[src/hdl/tmq_free_map.sv]
// Free slot bitmap with lowest free slot encoder.
module tmq_free_map #(
  parameter int MAX_MSGS = 16
) (
  input  logic                        clk,
  input  logic                        rst,
  input  logic                        alloc_en,
  input  logic [$clog2(MAX_MSGS)-1:0] alloc_slot,
  input  logic                        rel_en,
  input  logic [$clog2(MAX_MSGS)-1:0] rel_slot,
  output logic                        any_free,
  output logic [$clog2(MAX_MSGS)-1:0] low_slot
);
  localparam int SLOT_W = $clog2(MAX_MSGS);

  logic [MAX_MSGS-1:0] free;

  always_ff @(posedge clk) begin
    if (rst) begin
      free <= '1;
    end else begin
      if (alloc_en) free[alloc_slot] <= 1'b0;
      if (rel_en) free[rel_slot] <= 1'b1;
    end
  end

  always_comb begin
    any_free = 1'b0;
    low_slot = '0;
    for (int i = MAX_MSGS - 1; i >= 0; i--) begin
      if (free[i]) begin
        any_free = 1'b1;
        low_slot = SLOT_W'(i);
      end
    end
  end

endmodule
[config.mk]
export PLATFORM = sky130hd
export DESIGN_NAME = tmq_free_map
export DESIGN_NICKNAME = d
export VERILOG_FILES = /design/src/hdl/tmq_free_map.sv
export SDC_FILE = /design/constraint.sdc
export NUM_CORES = 1
export LEC_CHECK = 0
export CAP_MARGIN = 20
export CORE_MARGIN = 4
export CORE_UTILIZATION = 57
export CTS_BUF_LIST = sky130_fd_sc_hd__clkbuf_2
export DETAILED_ROUTE_END_ITERATION = 12
export DONT_BUFFER_PORTS = 1
export PLACE_DENSITY_LB_ADDON = 0.3
export SKIP_LAST_GASP = 1
export SLEW_MARGIN = 20
export SYNTH_ARGS = -nofsm -noshare
export SYNTH_HDL_FRONTEND = slang
export SYNTH_SLANG_ARGS = --single-unit
[constraint.sdc]
create_clock -name clk -period 1.4 [get_ports clk]
set_clock_uncertainty 0.15 [all_clocks]
set_input_delay 0.28 -clock clk [delete_from_list [all_inputs] [get_ports clk]]
set_output_delay 0.28 -clock clk [all_outputs]
set_load 0.1 [all_outputs]
==> impl_metrics.ini <==
[cts]
cts_max_path_buffers = 2
root_buffer = clkbuf_2
ctsHtreeMaxLevel = 1
path_clk_slew_ps = 180
clkLatencyLatePin_ps = 290
cts_tree = yes
clock-sinks = 16
cts_inserted_buffers = 3

[floorplan]
initial_core_util_pct = 62.5
die_y_um = 46.2
core_area_um2 = 1330
dieArea_um2 = 2140
rows = 13
io_pins = 17
die_w_um = 46.2

[route]
top_layer = met4
vias_per_cell = 7.08
dr_total_vias = 1132
avgRoutedWirePerCell_um = 22.2
wl_met1_um = 1230
met3RoutedLength_um = 389
drtIter0Drc = 114
drtPass1Iterations = 6
wl_met2_um = 1680
wirelength_um = 3540
remaining_drc_errors = 0
antenna_left = 0

[final_layout]
regMostFlops = free
syn_to_final_growth_pct = 52.4
fin_nets = 158
utilization_pct = 95.2
fin_area_um2 = 1270
drive_gt1_share_pct = 33.8
top_regs = free: 16 flops
largest_register_ffs = 16
final_cells = 160
n_antenna_cell = 0
layout_commonest_cell = nand2_1
final_cell_mix = 21 x nand2_1, 18 x buf_4, 12 x a21oi_1
fillerInstances = 33

[worst_setup_path]
crit_type = register to output port
critPathLaunchType = register
cp-startpoint = free[6]$_SDFF_PP1_
slowest_stage = dfxtp_4
rrSetupSlack_ps = 300
timing.rr.start = free[0]$_SDFF_PP1_
rr_worst_depth = 2
critPathArrivalTime_ps = 1700
path_cells = nor4_4 -> nand3_1 -> buf_4 -> a31oi_4 -> buf_12
endpoint = low_slot[3]
max_stage_delay_ps = 400
r2r-end = free[0]$_SDFF_PP1_
endpoint_kind = output port
required_ps = 970
critPathMaxFanout = 2

[timing]
min_period_ps = 2130
timing.hold.ws_ps = 3.71
timing.fmax_ghz = 0.470
max_slew_margin_pct = 65.5
fin_ws_ps = -728
slew_viol_final = 0
fin_crit_sh_pct = 152
worst_pin_slew_ps = 515
rsz0062_at_grt = yes
setup_viol_count_final = 5
finalHoldViolations = 0

[outcome]
status = finished with violations
violations = negative setup slack

[yosys]
syn_nets = 127
avgSynthCellArea_um2 = 7.25
synth_cells = 115
synth_cell_types = 23
ys_seq_elements = 16
ys_seq_area_share_pct = 38.4
yosys_warnings = 0
synth_top_cell_area_share_pct = 38.4
synth_area_um2 = 833
netlist_top_cells_area = dfxtp_1 38%, nand2_1 9.5%, o21ai_0 7.8%, a21oi_1 7.2%, nor2_1 5.4%
synth_top_area_cell = dfxtp_1

[placed_design]
placedCellCount = 149
routabilityCongestion = 0.952
dp.final_hpwl_um = 1870
postPlaceCellArea_um2 = 1110
port_buffers = 0

[worst_hold_path]
whs_path_depth = 2
hold_path.class = input port to register
hp-start = rel_slot[2]

[pwr]
p_per_area_nw_per_um2 = 638
p_total_uw = 811
p_leak_uw = 0.000488
irDropWorstVdd_uv = 576

[global_routing]
grt_pass1_wl_um = 3960
grt_use_total_pct = 26.0
grt_max_degree = 17
grt_antenna_before_repair = 0
grt_pass1_vias = 943
gr-total-overflow = 0

[job]
cap_violations = 0
[per-layer routing]
layer / up-vias / GRT usage, %
li1: 480 / -
met1: 502 / 32.4
met2: 113 / 43.7
met3: 37 / 3.91
met4: 0 / 11.4
met5: - / 0
[kinds of logic after synthesis]
group           synth area share [%]
compound gates                  27.8
simple gates                    31.5
buf+inv                         2.25
flops                           38.4
[report_power, final]
group,leakage [uW],switching (uW),internal (uW)
Clock,0.0000140,159,62.0
Combinational,0.000347,67.0,46.3
Sequential,0.000127,14.8,462
[per-stage QoR]
stage	setup TNS (ps)	setup WS, ps
2_1_floorplan	-1660	-406
4_1_cts	-2760	-600
5_1_grt	-3500	-791
3_5_place_dp	-1230	-286
3_3_place_gp	-1010	-241
6_report	-3180	-728
[worst min path at each step]
stage / endpoint / slack, ps
4_1_cts: free[15]$_SDFF_PP1_ / 5
3_5_place_dp: free[9]$_SDFF_PP1_ / 240
3_3_place_gp: free[7]$_SDFF_PP1_ / 230
6_report: free[12]$_SDFF_PP1_ / 4
2_1_floorplan: free[12]$_SDFF_PP1_ / 230
5_1_grt: free[2]$_SDFF_PP1_ / -6
[worst max-delay path: cells and delay by family, from the launching register on]
family	cells	cell delay, ps
compound gates	1	180
buf+inv	2	370
flops	1	400
simple gates	2	430
[cells in the mapped netlist]
master / number
nand3b_1: 2
a21oi_1: 12
nand2_1: 21
nor4_1: 1
dfxtp_1: 16
nor3b_1: 1
nor2_1: 12
o21ai_0: 13
and3_1: 2
or3_1: 1
o311a_1: 1
o31ai_1: 3
clkbuf_1: 1
nor3_1: 2
nor4_2: 1
inv_1: 4
and2b_1: 1
nand3_1: 6
a31oi_1: 6
nand2b_1: 2
a221o_1: 3
o22ai_1: 1
nor2b_1: 3
[area by class of cell]
type / instances / area, um^2 / share of cell area [%]
multi-input cells: 94 / 612 / 48.2
inverters: 4 / 15.0 / 1.18
clock inverters: 1 / 3.75 / 0.296
clock buffers: 3 / 15.0 / 1.18
well taps: 15 / 18.8 / 1.48
repair buffers: 27 / 267 / 21.0
flip-flops and latches: 16 / 339 / 26.7
[timing repair]
item / in CTS / in global routing
endpoints found under the hold margin: 16 / 0
setup buffers: 0 / 3
resized for setup: 6 / 18
pin swaps: 4 / 8
hold buffers: 4 / 0
setup endpoints to repair: 5 / 5
Power figures use the tool's default switching activity.
